<file path="src/hw/rtl/aarm_pkg.sv">
`timescale 1ns / 1ps
package aarm_pkg;

  localparam int CORDIC_STEPS = 30;
  localparam int SQRT_STEPS   = 32;
  localparam int QUOT_W       = 34;
  localparam int DIV_LANES    = 9;
  localparam logic signed [33:0] CORDIC_GAIN = 34'sd652032874;
  localparam logic signed [33:0] ONE_Q30     = 34'sd1073741824;

  typedef struct packed {
    logic signed [15:0] axis_x;
    logic signed [15:0] axis_y;
    logic signed [15:0] axis_z;
    logic [15:0]        angle;
  } in_word_t;

  typedef struct packed {
    logic signed [15:0] m00;
    logic signed [15:0] m01;
    logic signed [15:0] m02;
    logic signed [15:0] m10;
    logic signed [15:0] m11;
    logic signed [15:0] m12;
    logic signed [15:0] m20;
    logic signed [15:0] m21;
    logic signed [15:0] m22;
    logic               zero_axis;
  } out_word_t;

  typedef struct packed {
    logic signed [33:0] x;
    logic signed [33:0] y;
    logic signed [33:0] z;
    logic [4:0]         idx;
    logic [1:0]         quad;
  } cc_word_t;

  typedef struct packed {
    logic [33:0] rem;
    logic [31:0] root;
    logic [63:0] rad;
  } sq_word_t;

  typedef struct packed {
    logic [31:0]       rem;
    logic [QUOT_W-1:0] lq;
    logic [31:0]       den;
    logic              neg;
  } dv_word_t;

  function automatic logic signed [33:0] atan_lut(input logic [4:0] idx);
    logic signed [33:0] v;
    case (idx)
      5'd0:  v = 34'sh20000000;
      5'd1:  v = 34'sh12E4051E;
      5'd2:  v = 34'sh09FB385B;
      5'd3:  v = 34'sh051111D4;
      5'd4:  v = 34'sh028B0D43;
      5'd5:  v = 34'sh0145D7E1;
      5'd6:  v = 34'sh00A2F61E;
      5'd7:  v = 34'sh00517C55;
      5'd8:  v = 34'sh0028BE53;
      5'd9:  v = 34'sh00145F2F;
      5'd10: v = 34'sh000A2F98;
      5'd11: v = 34'sh000517CC;
      5'd12: v = 34'sh00028BE6;
      5'd13: v = 34'sh000145F3;
      5'd14: v = 34'sh0000A2FA;
      5'd15: v = 34'sh0000517D;
      5'd16: v = 34'sh000028BE;
      5'd17: v = 34'sh0000145F;
      5'd18: v = 34'sh00000A30;
      5'd19: v = 34'sh00000518;
      5'd20: v = 34'sh0000028C;
      5'd21: v = 34'sh00000146;
      5'd22: v = 34'sh000000A3;
      5'd23: v = 34'sh00000051;
      5'd24: v = 34'sh00000029;
      5'd25: v = 34'sh00000014;
      5'd26: v = 34'sh0000000A;
      5'd27: v = 34'sh00000005;
      5'd28: v = 34'sh00000003;
      5'd29: v = 34'sh00000001;
      default: v = '0;
    endcase
    return v;
  endfunction

endpackage

</file>
<file path="src/hw/rtl/aarm_sqrt_cell.sv">
`timescale 1ns / 1ps
module aarm_sqrt_cell (
  input  logic               clk,
  input  aarm_pkg::sq_word_t cin,
  output aarm_pkg::sq_word_t cout
);
  import aarm_pkg::*;

  sq_word_t    cell_r;
  sq_word_t    cell_nxt;
  logic [35:0] r;
  logic [35:0] trial;

  always_comb begin
    r     = {cin.rem, cin.rad[63:62]};
    trial = {2'b00, cin.root, 2'b01};
    cell_nxt.rad = {cin.rad[61:0], 2'b00};
    if (r >= trial) begin
      cell_nxt.rem  = 34'(r - trial);
      cell_nxt.root = {cin.root[30:0], 1'b1};
    end else begin
      cell_nxt.rem  = r[33:0];
      cell_nxt.root = {cin.root[30:0], 1'b0};
    end
  end

  always_ff @(posedge clk) begin
    cell_r <= cell_nxt;
  end

  assign cout = cell_r;

endmodule

</file>
<file path="config.mk">
export PLATFORM = sky130hd
export DESIGN_NAME = aarm_sqrt_cell
export DESIGN_NICKNAME = d
export VERILOG_FILES = /design/src/hw/rtl/aarm_pkg.sv /design/src/hw/rtl/aarm_sqrt_cell.sv
export SDC_FILE = /design/constraint.sdc
export NUM_CORES = 1
export LEC_CHECK = 0
export BUFFER_PORTS_ARGS = -buffer_cell sky130_fd_sc_hd__buf_2
export CELL_PAD_IN_SITES_DETAIL_PLACEMENT = 0
export CELL_PAD_IN_SITES_GLOBAL_PLACEMENT = 1
export CORE_ASPECT_RATIO = 1.1
export CORE_MARGIN = 2
export CORE_UTILIZATION = 33
export CTS_CLUSTER_DIAMETER = 40
export CTS_CLUSTER_SIZE = 8
export DETAILED_ROUTE_END_ITERATION = 6
export HOLD_SLACK_MARGIN = 0.02
export PLACE_DENSITY_LB_ADDON = 0.1
export SLEW_MARGIN = 10
export SYNTH_ARGS = -nofsm -noshare
export SYNTH_HDL_FRONTEND = slang
export SYNTH_SLANG_ARGS = --single-unit
</file>
<file path="constraint.sdc">
create_clock -name clk -period 2.81 [get_ports clk]
set_clock_uncertainty 0.05 [all_clocks]
set_input_delay 0.4215 -clock clk [delete_from_list [all_inputs] [get_ports clk]]
set_output_delay 0.4215 -clock clk [all_outputs]
set_load 0.1 [all_outputs]
</file>
==> results by group <==
Run status
  – Status: finished clean

Worst hold path
  – Worst hold start: cin[41]
  – HP Class: input pin to flip-flop
  – Hold Crit Endpoint: cout[43]
  – Hold Crit Depth: 1

Finish
  – # diodes: 0
  – Cell area after layout: 7480 sq um
  – Fin nets: 985
  – Share of cells above drive strength 1: 43.7%
  – Largest register FFs: 128
  – Area grow syn2layout: 48.6%
  – Finished Core Util: 49.9%

Clock tree
  – Worst-path clk slew: 0.06 ns
  – Clock Sinks: 128
  – # resized after CTS: 0
  – Root Buffer: clkbuf_16
  – Total setup buffers inserted after CTS: 0
  – CTS Buf Count: 17
  – CTS HTree Levels: 4
  – Hold-fix buffers, CTS: 0
  – CTS tree: built
  – Max clock buf depth: 2

STA
  – Unrepaired setup endpoints after global routing: no
  – Final hold vios: 0
  – Slew Viols, Final: 0
  – Fmax: 393 MHz
  – Max transition margin: 65.7%
  – Tcrit/Tclk final: 90.6%
  – Tmin final: 2.55 ns
  – Final setup viols: 0
  – Hold slack: 0.0548 ns
  – Setup Total Neg Slack: 0 ns
  – Worst Tran Pin Value: 0.518 ns

Worst setup path
  – Startpoint types: input pin
  – CP dominant cell by count: buf_4
  – Worst setup path class: input pin to flip-flop
  – Critical path fanouts, max: 7
  – Critical path, cell by cell: buf_2 -> inv_1 -> ha_1 -> buf_4 -> nand4_1 -> nor4_1 -> nand2_1 -> o311ai_1 -> a211oi_1 -> o21a_2 -> buf_4 -> o41ai_2
  – Worst path required time: 3.08 ns
  – Arr. time, crit path: 2.81 ns
  – Worst stage delay on the critical path: 0.40 ns
  – Slowest CP cell: nor4_1
  – Critical Path Sink Type: flip-flop

Yosys
  – Top-area cell type share of the netlist area: 50.9%
  – Most used DFF post-synth: dfxtp_1
  – Yosys Warn Count: 0
  – Cell area after synthesis: 5030 sq um
  – Post-synthesis compound-gate area fraction: 18.5%
  – Seq cells post-synth: 128
  – Post-Syn Instances: 507
  – Count leader, synth: dfxtp_1
  – Commonest cells post-synth: dfxtp_1, nand2_1, inv_1, o21ai_0, ha_1
  – Post-synth EDFFs: 0
  – Post-Synth Adder-Cell Area: 8.45%
  – Area leader, netlist: dfxtp_1
  – Unique cell type count in the Yosys netlist: 62
  – Simple-gate share of the synthesized area: 11.1%
  – Mux share of post-synthesis cell area: 1.09%
  – XOR/XNOR Fraction of Synth Area: 4.70%
  – Syn avg cell area: 9.93 sq um
  – Largest family of logic cells by synthesized area: compound AO/OA/AOI/OAI gates
  – Area contributors post-synth: dfxtp_1, ha_1, nand2_1, o21ai_0, inv_1
  – Synth async-reset ratio: 0%
  – Seq/Total Area, Yosys: 50.9%

Routing
  – Initial DRT Pass Iterations: 4
  – Vias: 4,617
  – 1st-iter DRT viols: 120
  – Vias/cell: 4.49
  – M1 wire length: 5860 um
  – Wire length on met2: 7420 um
  – Top sig layer: met4
  – WL/cell: 14.2 um
  – Final ANT Viol Nets: 0
  – DRT Wirelength: 14,600 um
  – Wire length on met3: 1140 um
  – DRC viols: 0

Floorplanning
  – Initial Utilization: 33.6%
  – Width of the die: 122 um
  – Die area: 16,300 sq um
  – Core area: 15,000 sq um
  – Row Count: 47
  – Die H: 134 um
  – I/O pin total: 261

Placed design
  – Detailed placement HPWL: 12,000 um
  – Placed Area: 6880 sq um
  – GPL Wtd Cong: 0.827
  – I/O Buffers: 258

Power
  – Pwr/cell area: 875 nW/um^2
  – P_leak: 3.82 nW
  – Total power: 6.55 mW
  – Max IR drop VDD: 0.000382 V

Global route
  – First-pass GRT wire length: 23,000 um
  – GRT Util Overall: 18.0%
  – Largest net degree at the start of global routing: 41
  – Antenna violations before repair: 0
  – Vias in the first global route: 4,739
  – GRT overflow: 0

Flow run
  – Max-capacitance violation count: 0
-- per-layer routing --
| layer | track usage [%] | up-vias |
|---|---|---|
| met1 | 19.6 | 2064 |
| li1 | - | 2368 |
| met5 | 0 | - |
| met3 | 5.74 | 18 |
| met2 | 32.5 | 167 |
| met4 | 6.26 | 0 |
-- worst max-delay path by stage --
stage / from / to / slack [ns] / cells after the start
floorplan: cin[73] / cout[123] / 0.22 / 10
global placement: cin[72] / cout[129] / -0.14 / 11
detailed placement: cin[73] / cout[129] / -0.14 / 12
CTS: cin[73] / cout[129] / 0.27 / 12
global route: cin[73] / cout[129] / 0.02 / 12
finish: cin[73] / cout[129] / 0.26 / 12
-- report_power, final --
part,leakage [nW],switching [mW],internal [mW]
logic,2.44,1.79,0.494
clock network,0.295,0.864,1.36
registers,1.08,0.0409,2.00
-- cell type report --
cell class / count / area (sq um)
flip-flops and latches: 128 / 2560
clock buffers: 18 / 439
multi-input cells: 321 / 2220
inverters: 43 / 163
fillers: 1476 / 7510
well taps: 196 / 245
repair buffers: 309 / 1690
clock inverters: 14 / 166
-- per-stage QoR --
step                      setup WS, ns  std cells
after floorplan                  0.219        508
after global placement          -0.137        997
after detailed placement        -0.144        997
after CTS                        0.273       1029
after global routing            0.0208       1029
final                            0.265       1029
-- critical path: cells and delay by family --
kind	cells	cell delay (ns)
compound gates	4	0.98
simple gates	3	0.65
buf+inv	4	0.46
fa+ha+maj	1	0.32
-- placed cells by master, fill, tap and decap left out, drive strengths merged, types with 3 or more instances in the layout --
master / instances
dfxtp: 128
xnor2: 14
buf: 309
o41ai: 3
a21o: 20
clkbuf: 18
nor3: 10
nor2: 18
nand4: 7
nand3: 6
inv: 49
and2: 5
o31ai: 5
nand2b: 5
ha: 34
o21a: 3
a31oi: 5
o211ai: 3
clkinv: 5
a21oi: 28
xor2: 13
and3: 5
nand2: 58
o21ai: 46
mux2i: 4
-- logic make-up after synthesis --
family          count (synthesis)
flops                         128
buf+inv                        59
simple gates                  120
other cells                     1
mux                             5
xor+xnor                       27
compound gates                133
fa+ha+maj                      34
Note: power is estimated with default switching activity, not from simulation.
