File: src/hw/rtl/aarm_pkg.sv
`timescale 1ns / 1ps
package aarm_pkg;

  localparam int CORDIC_STEPS = 30;
  localparam int SQRT_STEPS   = 32;
  localparam int QUOT_W       = 34;
  localparam int DIV_LANES    = 9;
  localparam logic signed [33:0] CORDIC_GAIN = 34'sd652032874;
  localparam logic signed [33:0] ONE_Q30     = 34'sd1073741824;

  typedef struct packed {
    logic signed [15:0] axis_x;
    logic signed [15:0] axis_y;
    logic signed [15:0] axis_z;
    logic [15:0]        angle;
  } in_word_t;

  typedef struct packed {
    logic signed [15:0] m00;
    logic signed [15:0] m01;
    logic signed [15:0] m02;
    logic signed [15:0] m10;
    logic signed [15:0] m11;
    logic signed [15:0] m12;
    logic signed [15:0] m20;
    logic signed [15:0] m21;
    logic signed [15:0] m22;
    logic               zero_axis;
  } out_word_t;

  typedef struct packed {
    logic signed [33:0] x;
    logic signed [33:0] y;
    logic signed [33:0] z;
    logic [4:0]         idx;
    logic [1:0]         quad;
  } cc_word_t;

  typedef struct packed {
    logic [33:0] rem;
    logic [31:0] root;
    logic [63:0] rad;
  } sq_word_t;

  typedef struct packed {
    logic [31:0]       rem;
    logic [QUOT_W-1:0] lq;
    logic [31:0]       den;
    logic              neg;
  } dv_word_t;

  function automatic logic signed [33:0] atan_lut(input logic [4:0] idx);
    logic signed [33:0] v;
    case (idx)
      5'd0:  v = 34'sh20000000;
      5'd1:  v = 34'sh12E4051E;
      5'd2:  v = 34'sh09FB385B;
      5'd3:  v = 34'sh051111D4;
      5'd4:  v = 34'sh028B0D43;
      5'd5:  v = 34'sh0145D7E1;
      5'd6:  v = 34'sh00A2F61E;
      5'd7:  v = 34'sh00517C55;
      5'd8:  v = 34'sh0028BE53;
      5'd9:  v = 34'sh00145F2F;
      5'd10: v = 34'sh000A2F98;
      5'd11: v = 34'sh000517CC;
      5'd12: v = 34'sh00028BE6;
      5'd13: v = 34'sh000145F3;
      5'd14: v = 34'sh0000A2FA;
      5'd15: v = 34'sh0000517D;
      5'd16: v = 34'sh000028BE;
      5'd17: v = 34'sh0000145F;
      5'd18: v = 34'sh00000A30;
      5'd19: v = 34'sh00000518;
      5'd20: v = 34'sh0000028C;
      5'd21: v = 34'sh00000146;
      5'd22: v = 34'sh000000A3;
      5'd23: v = 34'sh00000051;
      5'd24: v = 34'sh00000029;
      5'd25: v = 34'sh00000014;
      5'd26: v = 34'sh0000000A;
      5'd27: v = 34'sh00000005;
      5'd28: v = 34'sh00000003;
      5'd29: v = 34'sh00000001;
      default: v = '0;
    endcase
    return v;
  endfunction

endpackage

File: src/hw/rtl/aarm_div_cell.sv
`timescale 1ns / 1ps
module aarm_div_cell (
  input  logic               clk,
  input  aarm_pkg::dv_word_t cin,
  output aarm_pkg::dv_word_t cout
);
  import aarm_pkg::*;

  dv_word_t    cell_r;
  dv_word_t    cell_nxt;
  logic [32:0] r2;
  logic        ge;

  always_comb begin
    r2 = {cin.rem, cin.lq[QUOT_W-1]};
    ge = r2 >= {1'b0, cin.den};
    cell_nxt = cin;
    cell_nxt.rem = ge ? 32'(r2 - {1'b0, cin.den}) : r2[31:0];
    cell_nxt.lq  = {cin.lq[QUOT_W-2:0], ge};
  end

  always_ff @(posedge clk) begin
    cell_r <= cell_nxt;
  end

  assign cout = cell_r;

endmodule

File: config.mk
export PLATFORM = sky130hd
export DESIGN_NAME = aarm_div_cell
export DESIGN_NICKNAME = d
export VERILOG_FILES = /design/src/hw/rtl/aarm_pkg.sv /design/src/hw/rtl/aarm_div_cell.sv
export SDC_FILE = /design/constraint.sdc
export NUM_CORES = 1
export LEC_CHECK = 0
export BUFFER_PORTS_ARGS = -buffer_cell sky130_fd_sc_hd__buf_2
export CAP_MARGIN = 20
export CORE_UTILIZATION = 40
export DETAILED_ROUTE_END_ITERATION = 8
export PLACE_DENSITY = 0.73
export SLEW_MARGIN = 10
export SYNTH_ARGS = -nofsm -noshare
export SYNTH_HDL_FRONTEND = slang
export SYNTH_SLANG_ARGS = --single-unit
export TNS_END_PERCENT = 100
File: constraint.sdc
create_clock -name clk -period 3.2 [get_ports clk]
set_input_delay 0.96 -clock clk [delete_from_list [all_inputs] [get_ports clk]]
set_output_delay 0.96 -clock clk [all_outputs]
set_load 0.05 [all_outputs]
==> impl_metrics.tcl, run 1 <==
set metrics [dict create \
    cts_inserted_buffers 9 \
    critical_path.max_fanout 27 \
    portBuffers 198 \
    avgSynthCellArea_um2 9.41 \
    dpl_cell_area_mm2 0.00600 \
    power_density_mw_per_mm2 568 \
    die_area_mm2 0.0112 \
    endpoint_kind "register" \
    drt_pre_antenna_iters 4 \
    final_area_mm2 0.00620 \
    final_net_count 866 \
    rsz0062_at_grt "true" \
    clock_sinks 99 \
    synth_nets 591 \
    grt_pass1_vias 4110 \
    n_antenna_cell 0 \
    crit_required_ps 3480 \
    yosys_register_bits 99 \
    synth-edff-count 0 \
    dr_total_vias 4089 \
    wirelength_mm 11.6 \
    die_y_um 106 \
    min_period_over_period_pct 96.2 \
    hpwl_mm 9.64 \
    core.rowCount 37 \
    drtAntennaViolNets 0 \
    worst_ir_drop_vdd_v 0.000427 \
    ys_seq_area_share_pct 46.0 \
    synth_area_leaders "dfxtp_1 (46%), ha_1 (9.3%), a21oi_1 (6.3%)" \
    postCtsHoldBufs 0 \
    core_mm2 0.0104 \
    slew_viol_final 0 \
    power_mw 3.52 \
    synthCells 458 \
    yosys.area.top_type_share_pct 46.0 \
    setup-violations-final 0 \
    start_util_pct 41.6 \
    die_w_um 106 \
    wl_per_cell_um 13.3 \
    synth-main-ff-cell "dfxtp_1" \
    cp.arrival_ps 3360 \
    synth_cell_types 49 \
    place.gp.congestion 0.838 \
    via_per_inst 4.68 \
    syn2layout_area_growth_pct 43.8 \
    stdcell_count 874 \
    ys_warn_count 0 \
    drc_errors 0 \
    dp_cells 858 \
    p_leak_nw 3.22 \
    worst_slew_pin_slew_ps 424 \
    antenna_found_initial 0 \
    multi_input_area_mm2 0.00206 \
    hp-class "input port to register" \
    largest_reg_flops 99 \
    grt_pass1_wl_mm 18.4 \
    status "finished clean" \
    cap_violations 0 \
    clk_pin_slew_ps 100 \
    drtIter0Drc 121 \
    fillCellCount 948 \
    htree_levels 3 \
    cts_tree "yes" \
    holdWs_ps 663 \
    period_needed_ps 3080 \
    ioPinCount 199 \
    synth_top_area_cell "dfxtp_1" \
    grt_max_degree 28 \
    seq_area_mm2 0.00198 \
    cts_root_buffer "clkbuf_8" \
    synth_area_mm2 0.00431 \
    grtUsageTotal_pct 21.1 \
    grt_overflow 0 \
    hold_viol_final 0 \
    critPathKind "input port to register" \
    final_util_pct 59.7 \
    clock_path_buffers 2 \
    synth-async-reset-ratio_pct 0 \
    drive_gt1_share_pct 42.4 \
    crit_path_start_kind "input port" \
    fmaxAchievable_mhz 325 \
    slew_headroom_pct 71.3 \
]
-- worst max-delay path, stage by stage --
cell	delay, ps
buf_2	90
inv_1	40
ha_1	370
and3_1	220
o21a_1	190
a311oi_2	270
o21ai_1	140
or3b_1	360
o21a_2	230
buf_12	170
buf_4	160
nor2_1	100
a21oi_1	60
-- layout by cell type, fill, tap and decap left out, types with 7 or more instances in the layout --
| master | Yosys | routed |
|---|---|---|
| a21o_1 | 8 | 8 |
| a21oi_1 | 54 | 54 |
| buf_2 | 5 | 198 |
| buf_4 | 1 | 82 |
| clkbuf_8 | 0 | 10 |
| dfxtp_1 | 99 | 99 |
| ha_1 | 32 | 32 |
| inv_1 | 46 | 46 |
| mux2_4 | 8 | 8 |
| nand2_1 | 24 | 24 |
| nand2b_1 | 7 | 7 |
| nand3_1 | 8 | 8 |
| nand4_1 | 8 | 8 |
| nor2_1 | 37 | 37 |
| o21ai_0 | 17 | 17 |
| xnor2_1 | 16 | 16 |
| xor2_1 | 10 | 10 |
-- through the flow --
| stage | setup TNS (ps) | worst slack, ps |
|---|---|---|
| floorplan | 0 | 11.0 |
| global placement | -5180 | -368 |
| detailed placement | -7400 | -464 |
| CTS | 0 | 40.1 |
| global route | -44.9 | -44.9 |
| finish | 0 | 122 |
-- cell type report --
class / count / area share (%)
repair buffers: 281 / 26.3
inverters: 46 / 2.79
clock buffers: 11 / 2.28
flip-flops and latches: 99 / 32.0
clock inverters: 5 / 0.727
multi-input cells: 296 / 33.2
well taps: 136 / 2.75
-- layer usage --
metal  track usage [%]  routed length (um)  vias to the layer above
met5                 0                   0                        -
met4              7.94                 187                        0
met3              5.38                 716                       14
met2              38.1                5730                      134
met1              23.7                4950                     1817
li1                  -                   -                     2124
-- synthesized netlist by cell type, drive strengths merged (10+ instances only) --
| cell type | instances |
|---|---|
| nand2 | 24 |
| a21oi | 55 |
| xor2 | 10 |
| inv | 46 |
| nor2 | 37 |
| xnor2 | 16 |
| buf | 11 |
| o21ai | 21 |
| dfxtp | 99 |
| ha | 32 |
-- logic make-up after synthesis --
| family | Yosys count | share of synthesized area, % |
|---|---|---|
| xor+xnor | 26 | 5.28 |
| simple gates | 107 | 12.1 |
| mux | 10 | 3.25 |
| flops | 99 | 46.0 |
| buf+inv | 63 | 6.59 |
| compound gates | 120 | 17.0 |
| fa+ha+maj | 33 | 9.76 |
-- final timing paths --
| kind | start | to | slack [ps] | cells after the start |
|---|---|---|---|---|
| min | cin[39] | cout[40] | 660 | 1 |
| max | cin[24] | cout[79] | 120 | 13 |
-- power by group --
part	internal (mW)	leakage, nW	switching [mW]
clock network	0.316	0.0925	0.451
logic	0.465	2.29	0.888
registers	1.37	0.835	0.0319
-- what timing repair did --
item,in CTS,in global routing
endpoints found under the setup margin,1,10
buffers inserted,0,0
resized for setup,1,4
gates cloned,0,0
Note: power is estimated with default switching activity, not from simulation.
==> inputs of run 2 (changes only) <==
--- a/config.mk
+++ b/config.mk
@@ -7,9 +7,9 @@
 export LEC_CHECK = 0
 export BUFFER_PORTS_ARGS = -buffer_cell sky130_fd_sc_hd__buf_2
 export CAP_MARGIN = 20
-export CORE_UTILIZATION = 40
+export CORE_UTILIZATION = 42
 export DETAILED_ROUTE_END_ITERATION = 8
-export PLACE_DENSITY = 0.73
+export PLACE_DENSITY = 0.76
 export SLEW_MARGIN = 10
 export SYNTH_ARGS = -nofsm -noshare
 export SYNTH_HDL_FRONTEND = slang
==> run 2 against run 1 <==
Effect of this change:
- final cell count decreased by 1.8%
- worst hold slack gained 18 ps
- wire length grew 1.9%
- total power up 0.16%
- core utilization grew 2.3 points
- global-route usage up 0.99 points
- flip-flop and latch count stayed put
- die area is 4.7% lower
- count of clock-buffer cells in the layout down 1
- sequential power hardly changed
- first-iteration DRC count fell by 3.3%
- critical path type unchanged
- critical endpoint is now cout[98]
- largest power group unchanged
- highest routed layer unchanged
==> impl_metrics.tcl, run 2 (same netlist as run 1, synthesis figures left out) <==
set metrics [dict create \
    grt_overflow 0 \
    hold_depth 1 \
    layout_common_cells "buf_2 (198), dfxtp_1 (99), buf_4 (68), a21oi_1 (54), inv_1 (46)" \
    slew_headroom_pct 64.7 \
    dp_slack_ps -306 \
    clk_pin_slew_ps 100 \
    wirelength_mm 11.8 \
    status "finished clean" \
    hold_viol_final 0 \
    die_w_um 103 \
    core.rowCount 36 \
    ioPinCount 199 \
    hpwl_mm 9.98 \
    final_net_count 853 \
    clock_sinks 99 \
    slew_viol_final 0 \
    critPathKind "input port to register" \
    setup-violations-final 0 \
    crit_family "simple AND/OR/NAND/NOR gates" \
    grt_pass1_vias 3966 \
    final_common_cell "buf_2" \
    antenna_found_initial 0 \
    worst_slew_pin_slew_ps 523 \
    postCtsSetupBuffers 0 \
    crit_buf_inv 3 \
    power_density_mw_per_mm2 576 \
    die_area_mm2 0.0107 \
    min-delay-start "cin[44]" \
    cp_slowest_cell "nor4b_1" \
    crit_path_start_kind "input port" \
    largest_reg_flops 99 \
    syn2layout_area_growth_pct 42.0 \
    cts_root_buffer "clkbuf_8" \
    crit_required_ps 3460 \
    drive_gt1_share_pct 41.7 \
    dr_total_vias 4134 \
    min_to "cout[45]" \
    hp-class "input port to register" \
    drtIter0Drc 117 \
    n_antenna_cell 0 \
    grtUsageTotal_pct 22.1 \
    fmaxAchievable_mhz 327 \
    cp.arrival_ps 3320 \
    place.gp.congestion 0.876 \
    grt_max_degree 20 \
    endpoint_kind "register" \
    cap_violations 0 \
    drt_pre_antenna_iters 4 \
    core_mm2 0.00986 \
    via_per_inst 4.82 \
    cts_tree "yes" \
    critical_path.max_fanout 19 \
    max_stage_delay_ps 540 \
    worst_ir_drop_vdd_v 0.000255 \
    die_y_um 103 \
    drc_errors 0 \
    drtAntennaViolNets 0 \
    final_util_pct 62.0 \
    period_needed_ps 3060 \
    htree_levels 3 \
    path_cells "buf_2 -> inv_1 -> ha_2 -> and3_1 -> nand4_1 -> nor4b_1 -> a21o_1 -> o21a_2 -> buf_12 -> mux2_4" \
    grt_pass1_wl_mm 18.0 \
    portBuffers 198 \
    wl_per_cell_um 13.8 \
    clock_path_buffers 2 \
    cts_inserted_buffers 9 \
    min_period_over_period_pct 95.7 \
    worst_slack_ps 137 \
    p_leak_nw 3.16 \
    holdWs_ps 681 \
    start_util_pct 43.7 \
]
[run 2: final cells by class]
type	instances	area, um^2
Fill cell	871	3740
Clock buffer	10	138
Inverter	46	173
Clock inverter	6	60.1
Multi-Input combinational cell	296	2060
Tap cell	133	166
Timing Repair Buffer	268	1540
Sequential cell	99	1980
[run 2: repair_timing]
item | 4_1_cts | 5_1_grt
hold buffers | 0 | 0
gates resized for setup | 0 | 4
setup endpoints to repair | 0 | 12
[run 2: power breakdown]
group	total (mW)	internal (mW)	switching (mW)
Clock	0.780	0.320	0.460
Combinational	1.34	0.455	0.889
Sequential	1.40	1.37	0.0333
[run 2: metal layers]
layer | up-vias | part of all wire [%] | GRT usage, %
met5 | - | 0 | 0
met4 | 0 | 1.1 | 6.83
li1 | 2099 | - | -
met2 | 143 | 51 | 42.0
met1 | 1881 | 41 | 24.3
met3 | 11 | 6.8 | 5.11
[run 2: worst max-delay path by stage]
stage | start | depth (start not counted) | slack [ps] | end
2_1_floorplan | cin[24] | 11 | 10 | cout[71]
3_3_place_gp | cin[24] | 11 | -270 | cout[98]
3_5_place_dp | cin[24] | 11 | -310 | cout[98]
4_1_cts | cin[24] | 11 | 70 | cout[98]
5_1_grt | cin[24] | 12 | -6 | cout[75]
6_report | cin[24] | 10 | 140 | cout[98]
[run 2: per-stage QoR]
stage	TNS (ps)	cell area (um^2)	cells	power, mW
global route	-5.60	6120	858	3.71
global placement	-6150	5910	842	2.76
detailed placement	-7370	5910	842	2.78
finish	0	6120	858	3.53
CTS	0	6100	858	3.56
floorplan	0	4310	458	2.36
==> inputs of run 3 (changes only) <==
==> constraint.sdc (replaced) <==
create_clock -name clk -period 2.6 [get_ports clk]
set_input_delay 0.78 -clock clk [delete_from_list [all_inputs] [get_ports clk]]
set_output_delay 0.78 -clock clk [all_outputs]
set_load 0.05 [all_outputs]
==> run 3 against run 2 <==
Effect of this change:
- the run now ends with negative setup slack left
- total power is 33% higher
- sequential share of layout area is 4.3 points lower
- setup slack worse by 260 ps
- largest power group is now combinational logic
- die area stayed put
- combinational power is 46% higher
- critical path depth is 2 higher
- wire length is 12% higher
- via count is 5.8% higher
- global-route usage is 0.71 points higher
- first-iteration DRC count is 10% lower
==> impl_metrics.tcl, run 3 (same netlist as run 1, synthesis figures left out) <==
set metrics [dict create \
    worst_slew_pin_slew_ps 373 \
    slew_headroom_pct 74.9 \
    drc_errors 0 \
    min-delay-start "cin[43]" \
    clock_path_buffers 2 \
    grt_pass1_wl_mm 18.6 \
    crit_buf_inv 3 \
    cts_tree "yes" \
    place.gp.congestion 0.854 \
    die_y_um 103 \
    largest_reg_flops 99 \
    rsz0062_at_grt "true" \
    clk_pin_slew_ps 110 \
    grt_pass1_vias 4187 \
    p_seq_share_pct 36.8 \
    p_leak_nw 3.43 \
    cp_slowest_cell "or3b_1" \
    antenna_found_initial 1 \
    switching_power_mw 1.87 \
    endpoint_kind "register" \
    wirelength_mm 13.2 \
    cap_violations 0 \
    violations "negative setup slack" \
    layout_common_cells "buf_2 (196), buf_4 (105), dfxtp_1 (99), inv_1 (42), a21oi_1 (32)" \
    grtUsageTotal_pct 22.8 \
    hp-class "input port to register" \
    dp_cells 877 \
    p_comb_share_pct 41.6 \
    clockPowerShare_pct 21.6 \
    portBuffers 198 \
    status "complete, but fails checks" \
    core.rowCount 36 \
    internal-power_mw 2.82 \
    cp.arrival_ps 2990 \
    worst_slack_ps -127 \
    hold_depth 1 \
    max_stage_delay_ps 390 \
    cts_inserted_buffers 9 \
    worst_ir_drop_vdd_v 0.000400 \
    cts_root_buffer "clkbuf_8" \
    drive_gt1_share_pct 55.4 \
    critPathLaunch "cin[89]" \
    crit_top_cell "buf_12" \
    drtIter0Drc 105 \
    dr_total_vias 4375 \
    crit_required_ps 2870 \
    drt_pre_antenna_iters 4 \
    setup-violations-final 28 \
    hpwl_mm 9.70 \
    final_util_pct 71.5 \
    clock_sinks 99 \
    path_cells "buf_8 -> ha_4 -> a21o_1 -> o21a_1 -> a311oi_2 -> o21ai_2 -> or3b_1 -> o21a_4 -> buf_12 -> buf_12 -> nor2_4 -> a21oi_2" \
    core_mm2 0.00986 \
    fmaxAchievable_mhz 367 \
    final_common_cell "buf_2" \
    power_density_mw_per_mm2 666 \
    slew_viol_final 0 \
    critPathKind "input port to register" \
    drtAntennaViolNets 0 \
    ioPinCount 199 \
    die_area_mm2 0.0107 \
    htree_levels 3 \
    wl_per_cell_um 14.7 \
    syn2layout_area_growth_pct 63.6 \
    critical_path.max_fanout 8 \
    grt_max_degree 20 \
    crit_family "compound AO/OA/AOI/OAI gates" \
    period_needed_ps 2730 \
    start_util_pct 43.7 \
    final_net_count 894 \
    crit_path_start_kind "input port" \
    hold_viol_final 0 \
    min_period_over_period_pct 105 \
    grt_overflow 0 \
    die_w_um 103 \
    via_per_inst 4.86 \
    swShare_pct 39.9 \
    min_to "cout[44]" \
    stdcell_count 900 \
]
[run 3: metal layers]
| layer | track usage, % | wire length (um) |
|---|---|---|
| met1 | 24.3 | 5370 |
| met2 | 42.4 | 6820 |
| met3 | 5.51 | 726 |
| met4 | 10.7 | 325 |
| met5 | 0 | 0 |
[run 3: layout make-up]
class | count | area, um^2
Fill cell | 751 | 2820
Clock buffer | 10 | 138
Timing Repair Buffer | 309 | 1920
Inverter | 46 | 178
Sequential cell | 99 | 1980
Clock inverter | 6 | 67.6
Antenna cell | 1 | 2.50
Tap cell | 133 | 166
Multi-Input combinational cell | 296 | 2590
[run 3: stage by stage]
| stage | hold slack [ps] | setup TNS (ps) | total power, mW | cell area (um^2) | setup WS, ps |
|---|---|---|---|---|---|
| after floorplan | 808 | -9020 | 2.93 | 4420 | -307 |
| after global placement | 882 | -15660 | 3.48 | 6260 | -565 |
| after detailed placement | 884 | -17520 | 3.50 | 6260 | -696 |
| after CTS | 479 | -2200 | 4.57 | 6680 | -111 |
| after global routing | 470 | -4270 | 4.91 | 7050 | -181 |
| final | 486 | -2410 | 4.69 | 7050 | -127 |
[run 3: worst max-delay path by stage]
stage                          end  slack, ps  cells after the start
final                     cout[84]       -130                     12
after global placement    cout[97]       -560                     11
after CTS                 cout[87]       -110                     10
after global routing      cout[84]       -180                     13
after floorplan           cout[71]       -310                     10
after detailed placement  cout[98]       -700                     11
[run 3: power by group through the flow]
| stage | Sequential (mW) | Clock [mW] | Combinational [mW] |
|---|---|---|---|
| finish | 1.73 | 1.01 | 1.95 |
| global route | 1.75 | 1.09 | 2.07 |
| CTS | 1.73 | 1.02 | 1.82 |
| detailed placement | 1.76 | 0 | 1.74 |
| global placement | 1.76 | 0 | 1.72 |
| floorplan | 2.37 | 0 | 0.558 |
[run 3: timing repair]
| item | in CTS | in global routing |
|---|---|---|
| endpoints found under the setup margin | 33 | 33 |
| buffers inserted | 3 | 1 |
| hold buffers | 0 | 0 |
| gates cloned | 1 | 1 |
| pin swaps | 7 | 12 |
| gates resized for setup | 44 | 68 |
