<file path="config.mk">
export PLATFORM = sky130hd
export DESIGN_NAME = aarm_cordic_cell
export DESIGN_NICKNAME = d
export VERILOG_FILES = /design/src/hw/rtl/aarm_pkg.sv /design/src/hw/rtl/aarm_cordic_cell.sv
export SDC_FILE = /design/constraint.sdc
export NUM_CORES = 1
export LEC_CHECK = 0
export BUFFER_PORTS_ARGS = -buffer_cell sky130_fd_sc_hd__buf_4
export CORE_MARGIN = 8
export CORE_UTILIZATION = 45
export CTS_CLUSTER_DIAMETER = 120
export DETAILED_ROUTE_END_ITERATION = 12
export PLACE_DENSITY_LB_ADDON = 0.12
export SLEW_MARGIN = 0
export SYNTH_ARGS = -nofsm -noshare
export SYNTH_HDL_FRONTEND = slang
export SYNTH_SLANG_ARGS = --single-unit
export TNS_END_PERCENT = 50
</file>
<file path="constraint.sdc">
create_clock -name clk -period 7 [get_ports clk]
set_clock_uncertainty 0.15 [all_clocks]
set_input_delay 1.4 -clock clk [delete_from_list [all_inputs] [get_ports clk]]
set_output_delay 1.4 -clock clk [all_outputs]
set_load 0.005 [all_outputs]
</file>
<file path="src/hw/rtl/aarm_pkg.sv">
`timescale 1ns / 1ps
package aarm_pkg;

  localparam int CORDIC_STEPS = 30;
  localparam int SQRT_STEPS   = 32;
  localparam int QUOT_W       = 34;
  localparam int DIV_LANES    = 9;
  localparam logic signed [33:0] CORDIC_GAIN = 34'sd652032874;
  localparam logic signed [33:0] ONE_Q30     = 34'sd1073741824;

  typedef struct packed {
    logic signed [15:0] axis_x;
    logic signed [15:0] axis_y;
    logic signed [15:0] axis_z;
    logic [15:0]        angle;
  } in_word_t;

  typedef struct packed {
    logic signed [15:0] m00;
    logic signed [15:0] m01;
    logic signed [15:0] m02;
    logic signed [15:0] m10;
    logic signed [15:0] m11;
    logic signed [15:0] m12;
    logic signed [15:0] m20;
    logic signed [15:0] m21;
    logic signed [15:0] m22;
    logic               zero_axis;
  } out_word_t;

  typedef struct packed {
    logic signed [33:0] x;
    logic signed [33:0] y;
    logic signed [33:0] z;
    logic [4:0]         idx;
    logic [1:0]         quad;
  } cc_word_t;

  typedef struct packed {
    logic [33:0] rem;
    logic [31:0] root;
    logic [63:0] rad;
  } sq_word_t;

  typedef struct packed {
    logic [31:0]       rem;
    logic [QUOT_W-1:0] lq;
    logic [31:0]       den;
    logic              neg;
  } dv_word_t;

  function automatic logic signed [33:0] atan_lut(input logic [4:0] idx);
    logic signed [33:0] v;
    case (idx)
      5'd0:  v = 34'sh20000000;
      5'd1:  v = 34'sh12E4051E;
      5'd2:  v = 34'sh09FB385B;
      5'd3:  v = 34'sh051111D4;
      5'd4:  v = 34'sh028B0D43;
      5'd5:  v = 34'sh0145D7E1;
      5'd6:  v = 34'sh00A2F61E;
      5'd7:  v = 34'sh00517C55;
      5'd8:  v = 34'sh0028BE53;
      5'd9:  v = 34'sh00145F2F;
      5'd10: v = 34'sh000A2F98;
      5'd11: v = 34'sh000517CC;
      5'd12: v = 34'sh00028BE6;
      5'd13: v = 34'sh000145F3;
      5'd14: v = 34'sh0000A2FA;
      5'd15: v = 34'sh0000517D;
      5'd16: v = 34'sh000028BE;
      5'd17: v = 34'sh0000145F;
      5'd18: v = 34'sh00000A30;
      5'd19: v = 34'sh00000518;
      5'd20: v = 34'sh0000028C;
      5'd21: v = 34'sh00000146;
      5'd22: v = 34'sh000000A3;
      5'd23: v = 34'sh00000051;
      5'd24: v = 34'sh00000029;
      5'd25: v = 34'sh00000014;
      5'd26: v = 34'sh0000000A;
      5'd27: v = 34'sh00000005;
      5'd28: v = 34'sh00000003;
      5'd29: v = 34'sh00000001;
      default: v = '0;
    endcase
    return v;
  endfunction

endpackage

</file>
<file path="src/hw/rtl/aarm_cordic_cell.sv">
`timescale 1ns / 1ps
module aarm_cordic_cell (
  input  logic               clk,
  input  aarm_pkg::cc_word_t cin,
  output aarm_pkg::cc_word_t cout
);
  import aarm_pkg::*;

  cc_word_t           cell_r;
  cc_word_t           cell_nxt;
  logic signed [33:0] dx;
  logic signed [33:0] dy;
  logic signed [33:0] at;

  always_comb begin
    dx = cin.y >>> cin.idx;
    dy = cin.x >>> cin.idx;
    at = atan_lut(cin.idx);
    cell_nxt = cin;
    if (!cin.z[33]) begin
      cell_nxt.x = cin.x - dx;
      cell_nxt.y = cin.y + dy;
      cell_nxt.z = cin.z - at;
    end else begin
      cell_nxt.x = cin.x + dx;
      cell_nxt.y = cin.y - dy;
      cell_nxt.z = cin.z + at;
    end
    cell_nxt.idx = cin.idx + 5'd1;
  end

  always_ff @(posedge clk) begin
    cell_r <= cell_nxt;
  end

  assign cout = cell_r;

endmodule

</file>
==> results of run 1 <==
## logic make-up after synthesis
group | Yosys count | share of synthesized area
buffers and inverters | 149 | 0.04374
multiplexers | 177 | 0.1898
flip-flops | 109 | 0.1487
adder cells (fa/ha/maj) | 114 | 0.09874
AO/OA/AOI/OAI | 553 | 0.2474
XOR/XNOR | 175 | 0.1045
AND/OR/NAND/NOR | 503 | 0.1671
## power groups by stage
stage          clock [mW]  sequential [mW]  combinational, mW
2_1_floorplan           0            0.995               1.28
3_3_place_gp            0            0.964               2.37
3_5_place_dp            0            0.965               2.38
4_1_cts             0.545            0.956               2.39
5_1_grt             0.562            0.978               2.61
6_report            0.524            0.954               2.40
## synth_stat cells, drive strengths merged (7+ instances only)
cell | count | share of area
a21oi | 150 | 0.051
o211ai | 14 | 0.0072
o21ai | 96 | 0.033
a41oi | 7 | 0.0042
ha | 111 | 0.095
and2 | 24 | 0.010
nand4 | 11 | 0.0047
nand3 | 41 | 0.014
o22ai | 15 | 0.0064
nand2 | 122 | 0.031
o31ai | 9 | 0.0046
buf | 46 | 0.017
nor2b | 29 | 0.012
dfxtp | 109 | 0.15
o21a | 29 | 0.015
a211oi | 32 | 0.017
or2 | 9 | 0.0038
nor2 | 158 | 0.040
xor2 | 65 | 0.039
o21bai | 14 | 0.0072
clkbuf | 52 | 0.013
mux2 | 44 | 0.034
a22oi | 14 | 0.0072
a31oi | 32 | 0.014
a221oi | 12 | 0.0072
nor3 | 33 | 0.012
inv | 50 | 0.013
mux4 | 76 | 0.12
a21o | 48 | 0.025
xnor2 | 110 | 0.066
mux2i | 57 | 0.039
nand2b | 23 | 0.0098
nor3b | 7 | 0.0036
and3 | 18 | 0.0077
## layer usage
layer  up-vias  track usage  part of all wire
met2       728       0.4885              0.45
met4         2       0.1535             0.048
met1      7577       0.3846              0.42
met5         -            0           0.00018
met3       149      0.06362             0.079
li1       7405            -                 -
## final cells by class
| cell class | count | area, um^2 |
|---|---|---|
| multi-input combinational | 1522 | 11860 |
| sequential | 109 | 2182 |
| tap | 442 | 553.0 |
| clock inverter | 7 | 56.30 |
| inverter | 51 | 192.7 |
| clock buffer | 9 | 225.2 |
| fill | 3047 | 13790 |
| timing repair buffer | 441 | 3427 |
## repair_timing
item,4_1_cts,5_1_grt
setup buffers,0,0
resized for setup,0,1
endpoints found under the setup margin,0,2
hold buffers,0,0
## through the flow
| step | hold slack (ns) | utilization | instance area [um^2] |
|---|---|---|---|
| after global placement | 1.356 | 0.5641 | 18210 |
| final | 0.9597 | 0.5730 | 18500 |
| after floorplan | 1.278 | - | 14680 |
| after detailed placement | 1.358 | 0.5641 | 18210 |
| after CTS | 0.9452 | 0.5728 | 18490 |
| after global routing | 0.9516 | 0.5730 | 18500 |
## worst min path at each step
stage,end,slack [ns],depth (start not counted)
global route,cout[0],0.95,1
finish,cout[0],0.96,1
global placement,cout[1],1.36,1
CTS,cout[0],0.95,1
detailed placement,cout[0],1.36,1
floorplan,cout[0],1.28,0
## cells in the final DEF, fill, tap and decap left out, types with 30 or more instances in the layout
master and count:
nand3_1 40, a21o_1 48, inv_1 49, a21oi_1 150, dfxtp_1 109, ha_1 111
a31oi_1 32, a211oi_1 31, mux4_2 74, buf_4 431, mux2i_1 57, nor3_1 30
nor2_1 157, xnor2_1 110, nand2_1 122, o21ai_0 96, xor2_1 65, mux2_2 42
==> qor.log, run 1 <==
[floorplan] chip width 196.6 um
[worst_setup_path] kind of end point of the critical path flip-flop
[synth] synthesized area per cell 8.244 um^2
[timing] setup repair after global routing missed its margin no
[worst_setup_path] Setup crit end cout[108]
[timing] number of setup violations in the final report 0
[floorplan] starting utilization of the core area 0.4545
[final_layout] Post-Layout Cell Count 2581
[synth] Post-synth top flop dfxtp_1
[drt] router iterations before antenna repair 6
[synth] yosys warns 0
[power] share of total power in sequential cells 0.246
[worst_setup_path] Crit. path cell count 24
[clock_tree] number of sinks driven by the clock tree 109
[grt] largest net degree at the start of global routing 48
[timing] Period Utilization, post-route 0.9551
[timing] worst slew margin relative to its limit 0.3795
[final_layout] area added between synthesis and finish 26.07%
[drt] average wire per cell in the routed design 23.41 um
[worst_setup_path] ordered list of cells on the worst path buf_6 > buf_12 > mux4_2 > mux2_2 > and2_1 > a211oi_1 > ha_1 > and4_1 > and4_1 > and4b_1 > a311oi_1 > a41oi_1 > o21ai_0 > ha_1 > a21o_1 > a21o_1 > a21o_1 > a211o_1 > a31o_2 > o21ai_0 > nand2_1 > nor3b_1 > o21ai_0 > xnor2_1
[synth] unique cell type count in the Yosys netlist 84
[status] run status completed
[floorplan] Rows 66
[placement] number of buffer cells added on primary ports 218
[drt] final WL 60420 um
[grt] aggregate global routing overflow 0
[grt] number of antenna violations at the first check in global routing 1
[synth] count of flip-flops with a built-in enable after synthesis 0
[clock_tree] Clk pin slew, worst setup/hold paths 0.08 ns
[synth] Post-Synthesis Cell Area 14670 um^2
[synth] async set or reset register ratio after synthesis 0
[synth] gate count after technology mapping 1780
[clock_tree] root buffer cell clkbuf_16
[final_layout] number of antenna diodes 0
[timing] slew at the pin closest to its max-slew limit 0.9252 ns
[grt] overall fraction of global-route tracks in use 0.3046
[hold_path] launch instance of the worst min-delay path cin[0]
[timing] FMAX 149.6 MHz
[power] power per unit of standard cell area 209.6 nW/um^2
[floorplan] y dimension of the die 196.6 um
[worst_setup_path] launch point of the worst path cin[2]
[final_layout] fraction of final layout cells sized beyond drive strength 1 0.2810
[clock_tree] clock buffer count from CTS 9
[final_layout] max FFs per register 109
[worst_setup_path] number of buffer and inverter instances along the worst setup path 2
[grt] first-pass GRT wire length 91710 um
[worst_setup_path] CP Data Required Time 7.14 ns
[floorplan] die area 38640 um^2
[grt] number of global-route vias before repair 15.55k
[worst_setup_path] kind of critical path in2reg
[worst_setup_path] maximum net fanout on the critical path 18
[power] overall power of the completed layout 3.877 mW
[power] portion of total power attributed to combinational logic 0.619
[job] Max Cap Violations 0
[placement] dpl cells 2565
[timing] Hold Violations, Final 0
[power] switching power 1.556 mW
[drt] First DRT Iteration DRCs 1508
[power] peak supply drop 208.3 uV
[placement] worst-case setup slack after placement -0.07584 ns
[placement] detailed placement HPWL 49010 um
[drt] per-cell via count in the routed design 6.145
[hold_path] path class of the lowest-slack min-delay path in2reg
[worst_setup_path] delay of the slowest cell on the worst path 0.52 ns
[drt] number of vias after detailed routing 15.86k
[placement] routability cong. 1.033
[power] internal power contribution 2.321 mW
[power] switching share of total power 0.4013
[floorplan] core box area 32290 um^2
[final_layout] net count reported at finish 2358
[synth] proportion of synthesized chip area in sequential cells 0.1487
[floorplan] number of primary I/O pins 219
[worst_setup_path] CP max-delay cell mux4_2
[clock_tree] CTS tree built
[power] clock share of power 0.135
[clock_tree] CTS max path bufs 2
[worst_setup_path] kind of cell with the highest combined delay on the critical path compound AO/OA/AOI/OAI gates
[timing] Setup TNS Final 0 ns
[timing] Final WS setup 0.3146 ns
[synth] number of storage elements in the synthesis netlist 109
[power] static leakage 8.216 nW
[drt] antenna viol nets, final 0
[timing] final number of max-transition violations 0
[synth] net count after synthesis 2004
[clock_tree] H-Tree Depth 3
[worst_setup_path] crit path DAT 6.82 ns
[worst_setup_path] crit start category input port
[timing] Min Clock Period, post-route 6.685 ns
[drt] post-detailed-route DRC marker count 0
No activity file was read; power rests on OpenSTA's default activity.
==> inputs of run 2 (changes only) <==
--- a/config.mk
+++ b/config.mk
@@ -6,6 +6,7 @@
 export NUM_CORES = 1
 export LEC_CHECK = 0
 export BUFFER_PORTS_ARGS = -buffer_cell sky130_fd_sc_hd__buf_4
+export CORE_ASPECT_RATIO = 1.4
 export CORE_MARGIN = 8
 export CORE_UTILIZATION = 45
 export CTS_CLUSTER_DIAMETER = 120
==> run 2 against run 1 <==
Hold slack improved by 0.00053 ns; largest cell class unchanged; non-clock buffer count increased by 20; core utilization increased by 0.40 points; critical path depth increased by 1; sequential share of layout area decreased by 0.086 points; cell count increased by 0.66%; final area increased by 0.74%.
==> qor.log, run 2 (synthesized netlist as in run 1, its figures left out) <==
[drt] First DRT Iteration DRCs 1791 [+19%]
[placement] routability cong. 1.018 [-1.4%]
[final_layout] commonest cells after routing, fill and taps aside buf_4, nor2_1, a21oi_1
[clock_tree] CTS tree built
[final_layout] fraction of final layout cells sized beyond drive strength 1 0.2864 [+0.005404]
[grt] aggregate global routing overflow 0 [unchanged]
[grt] overall fraction of global-route tracks in use 0.3143 [+0.009703]
[clock_tree] CTS max path bufs 2 [unchanged]
[hold_path] path class of the lowest-slack min-delay path in2reg
[timing] hold slack final 0.9602 ns [+0.0005340 ns]
[timing] setup repair after global routing missed its margin no
[final_layout] max FFs per register 109 [unchanged]
[worst_setup_path] crit path DAT 6.87 ns [+0.05 ns]
[final_layout] count of filler cells inserted in the layout 2981 [-2.2%]
[clock_tree] Hold-fix buffers, CTS 0 [unchanged]
[worst_setup_path] CP Data Required Time 7.16 ns [+0.02 ns]
[drt] number of vias after detailed routing 16.15k [+1.8%]
[floorplan] Rows 78 [+18%]
[timing] FMAX 149.0 MHz [-0.42%]
[final_layout] net count reported at finish 2378 [+0.85%]
[floorplan] y dimension of the die 229.7 um [+17%]
[final_layout] area added between synthesis and finish 27.00%
[timing] Hold Violations, Final 0 [unchanged]
[floorplan] die area 38730 um^2 [+0.21%]
[floorplan] starting utilization of the core area 0.4543 [about the same]
[status] run status completed
[timing] number of setup violations in the final report 0 [unchanged]
[power] overall power of the completed layout 3.920 mW [+1.1%]
[final_layout] total area of multi-input combinational cells 11860 um^2 [about the same]
[clock_tree] H-Tree Depth 3 [unchanged]
[timing] worst slew margin relative to its limit 0.4581 [+0.07857]
[power] power per unit of standard cell area 210.3 nW/um^2 [+0.37%]
[drt] router iterations before antenna repair 5 [-1]
[floorplan] chip width 168.6 um [-14%]
[floorplan] core box area 32300 um^2 [about the same]
[final_layout] total area of sequential cells 2182 um^2 [unchanged]
[timing] Final WS setup 0.2867 ns [-0.02790 ns]
[placement] number of buffer cells added on primary ports 218 [unchanged]
[grt] largest net degree at the start of global routing 56 [+17%]
[clock_tree] root buffer cell clkbuf_16
[clock_tree] number of gates resized after cts 0 [unchanged]
[timing] Min Clock Period, post-route 6.713 ns [+0.02790 ns]
[power] peak supply drop 138.1 uV [-34%]
[clock_tree] number of sinks driven by the clock tree 109 [unchanged]
[drt] average wire per cell in the routed design 24.06 um [+2.8%]
[worst_setup_path] kind of end point of the critical path flip-flop
[drt] antenna viol nets, final 0 [unchanged]
[placement] detailed placement HPWL 50920 um [+3.9%]
[grt] number of global-route vias before repair 16.14k [+3.8%]
[drt] post-detailed-route DRC marker count 0 [unchanged]
[timing] final number of max-transition violations 0 [unchanged]
[drt] per-cell via count in the routed design 6.216 [+1.2%]
[grt] first-pass GRT wire length 94470 um [+3.0%]
[grt] number of antenna violations at the first check in global routing 1 [unchanged]
[clock_tree] clock buffer count from CTS 9 [unchanged]
[drt] final WL 62500 um [+3.5%]
[clock_tree] Clk pin slew, worst setup/hold paths 0.08 ns [about the same]
[timing] slew at the pin closest to its max-slew limit 0.8074 ns [-0.1178 ns]
[job] Max Cap Violations 0 [unchanged]
[clock_tree] post-CTS setup repair buffer count 0 [unchanged]
[floorplan] number of primary I/O pins 219 [unchanged]
[worst_setup_path] kind of critical path in2reg
[worst_setup_path] crit start category input port
[placement] worst-case setup slack after placement -0.05702 ns [+0.01882 ns]
[final_layout] number of antenna diodes 0 [unchanged]
[final_layout] most common library cell in the layout ignoring fill and taps buf_4
[worst_setup_path] maximum net fanout on the critical path 17 [-1]
[power] static leakage 8.306 nW [+1.1%]
[timing] Period Utilization, post-route 0.9590 [+0.003985]
[run 2: cell types whose count changed in the layout (fill, tap and decap cells not counted), sizes merged]
cell,change
clkinvlp,+1
inv,-2
clkinv,-2
bufinv,+1
buf,+20
clkbuf,+1
[run 2: layer usage]
layer,vias up,wire length [um],global-route usage
met5,-,12,0
met4,2,4164,0.2078
met3,175,4406,0.04835
met2,749,30490,0.5414
met1,7781,23430,0.3548
li1,7443,-,-
[run 2: final cells by class]
class	instances	share of cell area
clock buffer	10	0.01229
clock inverter	5	0.003223
inverter	51	0.01034
multi-input combinational	1522	0.6363
sequential	109	0.1171
tap	440	0.02954
timing repair buffer	461	0.1913
[run 2: final timing paths]
kind | from | endpoint | slack [ns] | depth (start not counted)
min | cin[1] | cout[1] | 0.96 | 1
max | cin[2] | cout[65] | 0.29 | 25
[run 2: worst max-delay path: stages]
cell      delay (ns)
buf_6           0.19
buf_12          0.20
mux4_2          0.58
a222oi_1        0.38
buf_4           0.18
o32ai_1         0.07
a211oi_2        0.38
nand3_2         0.14
buf_4           0.19
nor3_1          0.30
a41oi_1         0.18
xor2_1          0.17
ha_1            0.30
a211oi_1        0.36
o21ai_0         0.21
a31oi_1         0.20
o31ai_1         0.10
buf_4           0.15
a211oi_1        0.29
buf_4           0.17
nor2_1          0.05
buf_4           0.14
a21o_1          0.17
a21oi_1         0.17
xnor2_1         0.16
[run 2: power breakdown]
part / leakage [nW] / internal (mW) / switching (mW) / total, mW
registers: 0.920 / 0.880 / 0.0700 / 0.950
clock network: 0.139 / 0.277 / 0.274 / 0.552
logic: 7.25 / 1.20 / 1.21 / 2.42
[run 2: metrics by stage]
stage	TNS (ns)	utilization	cell area (um^2)	instances
2_1_floorplan	0	-	14680	1780
3_3_place_gp	-0.1008	0.5680	18350	2583
3_5_place_dp	-0.1030	0.5680	18350	2583
4_1_cts	0	0.5769	18640	2598
5_1_grt	0	0.5769	18640	2598
6_report	0	0.5769	18640	2598
==> inputs of run 3 (changes only) <==
==> constraint.sdc (replaced) <==
create_clock -name clk -period 6 [get_ports clk]
set_clock_uncertainty 0.15 [all_clocks]
set_input_delay 1.2 -clock clk [delete_from_list [all_inputs] [get_ports clk]]
set_output_delay 1.2 -clock clk [all_outputs]
set_load 0.005 [all_outputs]
==> run 3 against run 2 <==
The run now ends with setup timing left; highest routed layer is now met4; worst setup slack worse by 0.49 ns; wire length is 12% higher; total power is 34% higher; via count is 12% higher; combinational power is 44% higher; critical path type unchanged; sequential share of layout area is 2.1 points lower; sequential cell count stayed put; die area stayed put; critical path depth is 2 lower; global-route usage is 3.6 points higher; hold slack worse by 0.19 ns.
==> qor.log, run 3 (synthesized netlist as in run 1, its figures left out) <==
[worst_setup_path] number of buffer and inverter instances along the worst setup path 5 [-2]
[power] peak supply drop 262.2 uV [+90%]
[worst_setup_path] crit path DAT 6.33 ns [-0.54 ns]
[drt] number of vias after detailed routing 18.09k [+12%]
[timing] FMAX 161.2 MHz
[clock_tree] Hold-fix buffers, CTS 0 [unchanged]
[grt] met2 Use GR 0.6202 [+0.07879]
[drt] router iterations before antenna repair 6 [+1]
[timing] final number of max-transition violations 0 [unchanged]
[floorplan] core box area 32300 um^2 [unchanged]
[grt] largest net degree at the start of global routing 54 [-3.6%]
[worst_setup_path] kind of critical path in2reg
[clock_tree] Clk pin slew, worst setup/hold paths 0.10 ns [+0.02 ns]
[floorplan] chip width 168.6 um [unchanged]
[final_layout] fraction of final layout cells sized beyond drive strength 1 0.4365 [+0.1501]
[timing] Final WS setup -0.2045 ns [-0.4913 ns]
[drt] First DRT Iteration DRCs 1658 [-7.4%]
[worst_setup_path] kind of end point of the critical path flip-flop
[timing] number of setup violations in the final report 14 [+14]
[drt] final WL 69840 um [+12%]
[placement] routability cong. 1.057 [+3.8%]
[timing] setup repair after global routing missed its margin yes
[clock_tree] number of sinks driven by the clock tree 109 [unchanged]
[floorplan] Rows 78 [unchanged]
[timing] Period Utilization, post-route 1.034
[hold_path] WHS Path Cells 1 [unchanged]
[final_layout] commonest cells after routing, fill and taps aside buf_4, nor2_1, a21oi_1
[final_layout] Post-Layout Cell Count 3047 [+17%]
[final_layout] net count reported at finish 2826 [+19%]
[status] run status complete, but fails checks
[final_layout] most common library cell in the layout ignoring fill and taps buf_4
[hold_path] endpoint with the worst hold slack cout[1]
[floorplan] die area 38730 um^2 [unchanged]
[grt] overall fraction of global-route tracks in use 0.3504 [+0.03602]
[job] Max Cap Violations 0 [unchanged]
[grt] fraction of met3 tracks used by global routing 0.05230 [+0.003944]
[timing] hold slack final 0.7679 ns [-0.1923 ns]
[grt] first-pass GRT wire length 105900 um [+12%]
[timing] Setup TNS Final -1.094 ns [-1.094 ns]
[drt] per-cell via count in the routed design 5.936 [-4.5%]
[timing] Min Clock Period, post-route 6.205 ns
[placement] worst-case setup slack after placement -0.7143 ns [-0.6573 ns]
[drt] antenna viol nets, final 0 [unchanged]
[final_layout] count of filler cells inserted in the layout 2544 [-15%]
[placement] number of buffer cells added on primary ports 218 [unchanged]
[clock_tree] CTS tree built
[final_layout] max FFs per register 109 [unchanged]
[power] static leakage 10.63 nW [+28%]
[power] power per unit of standard cell area 232.7 nW/um^2 [+11%]
[placement] detailed placement HPWL 57580 um [+13%]
[power] overall power of the completed layout 5.259 mW [+34%]
[grt] most congested layer reported by global routing met2
[status] violations in the final reports setup timing
[final_layout] area added between synthesis and finish 54.03%
[hold_path] path class of the lowest-slack min-delay path in2reg
[grt] aggregate global routing overflow 0 [unchanged]
[worst_setup_path] ordered list of cells on the worst path buf_12 > buf_12 > buf_4 > mux2_1 > a221o_1 > buf_4 > a222oi_1 > buf_4 > or3b_2 > nor3_2 > and2_1 > and3_1 > nor2_1 > xor2_1 > ha_1 > nand4_1 > o21ai_0 > a31o_4 > o21ai_4 > nand2_2 > nor3b_2 > o21ai_1 > xnor2_1
[floorplan] y dimension of the die 229.7 um [unchanged]
[worst_setup_path] delay of the slowest cell on the worst path 0.47 ns [-0.11 ns]
[hold_path] launch instance of the worst min-delay path cin[1]
[worst_setup_path] CP Data Required Time 6.13 ns [-1.03 ns]
[clock_tree] clock buffer count from CTS 9 [unchanged]
[worst_setup_path] CP max-delay cell or3b_2
[grt] number of antenna violations at the first check in global routing 0 [-1]
[timing] slew at the pin closest to its max-slew limit 0.9939 ns [+0.1865 ns]
[floorplan] number of primary I/O pins 219 [unchanged]
[final_layout] total area of sequential cells 2182 um^2 [unchanged]
[worst_setup_path] kind of cell with the highest combined delay on the critical path simple AND/OR/NAND/NOR gates
[clock_tree] root buffer cell clkbuf_16
[final_layout] number of antenna diodes 0 [unchanged]
[placement] dpl cells 3010 [+17%]
[drt] post-detailed-route DRC marker count 0 [unchanged]
[worst_setup_path] crit start category input port
[clock_tree] CTS max path bufs 2 [unchanged]
[timing] Hold Violations, Final 0 [unchanged]
[timing] worst slew margin relative to its limit 0.3361 [-0.1220]
[worst_setup_path] maximum net fanout on the critical path 8 [-9]
[clock_tree] H-Tree Depth 3 [unchanged]
[grt] met1 demand-to-capacity share in global routing 0.3806 [+0.02571]
[final_layout] total area of multi-input combinational cells 12320 um^2 [+3.9%]
[floorplan] starting utilization of the core area 0.4543 [unchanged]
[grt] number of global-route vias before repair 18.46k [+14%]
[drt] average wire per cell in the routed design 22.92 um [-4.7%]
[worst_setup_path] dominant cell type by count on the critical path buf_4
==> run 3: worst max-delay path by stage <==
stage / cells past startpoint / endpoint / startpoint / slack [ns]
floorplan: 25 / cout[40] / cin[2] / -0.19
global placement: 23 / cout[105] / cin[2] / -0.53
detailed placement: 23 / cout[105] / cin[2] / -0.71
CTS: 23 / cout[105] / cin[2] / -0.1
global route: 25 / cout[108] / cin[2] / -0.31
finish: 23 / cout[108] / cin[2] / -0.20
==> run 3: metrics by stage <==
stage	instance area [um^2]	utilization
2_1_floorplan	14960	-
3_3_place_gp	21780	0.6743
3_5_place_dp	21780	0.6743
4_1_cts	22290	0.6899
5_1_grt	22600	0.6997
6_report	22600	0.6997
==> run 3: cell type report <==
class                      instances  area share
multi-input combinational       1522      0.5449
tap                              440     0.02436
sequential                       109     0.09654
inverter                          51    0.009189
clock inverter                     6    0.003155
timing repair buffer             909      0.3118
clock buffer                      10     0.01013
==> run 3: metal layers <==
| metal | vias to the layer above | wire [um] |
|---|---|---|
| met1 | 8651 | 25780 |
| met3 | 245 | 4151 |
| li1 | 8339 | - |
| met4 | 0 | 5401 |
| met2 | 852 | 34510 |
| met5 | - | 0 |
==> run 3: report_power, final <==
group / internal, mW / switching (mW)
sequential: 1.03 / 0.0854
clock: 0.330 / 0.339
combinational: 1.84 / 1.64
==> run 3: repair_timing <==
item | 4_1_cts | 5_1_grt
buffers inserted | 10 | 11
resized for setup | 29 | 53
pin swaps | 31 | 24
setup endpoints to repair | 15 | 35
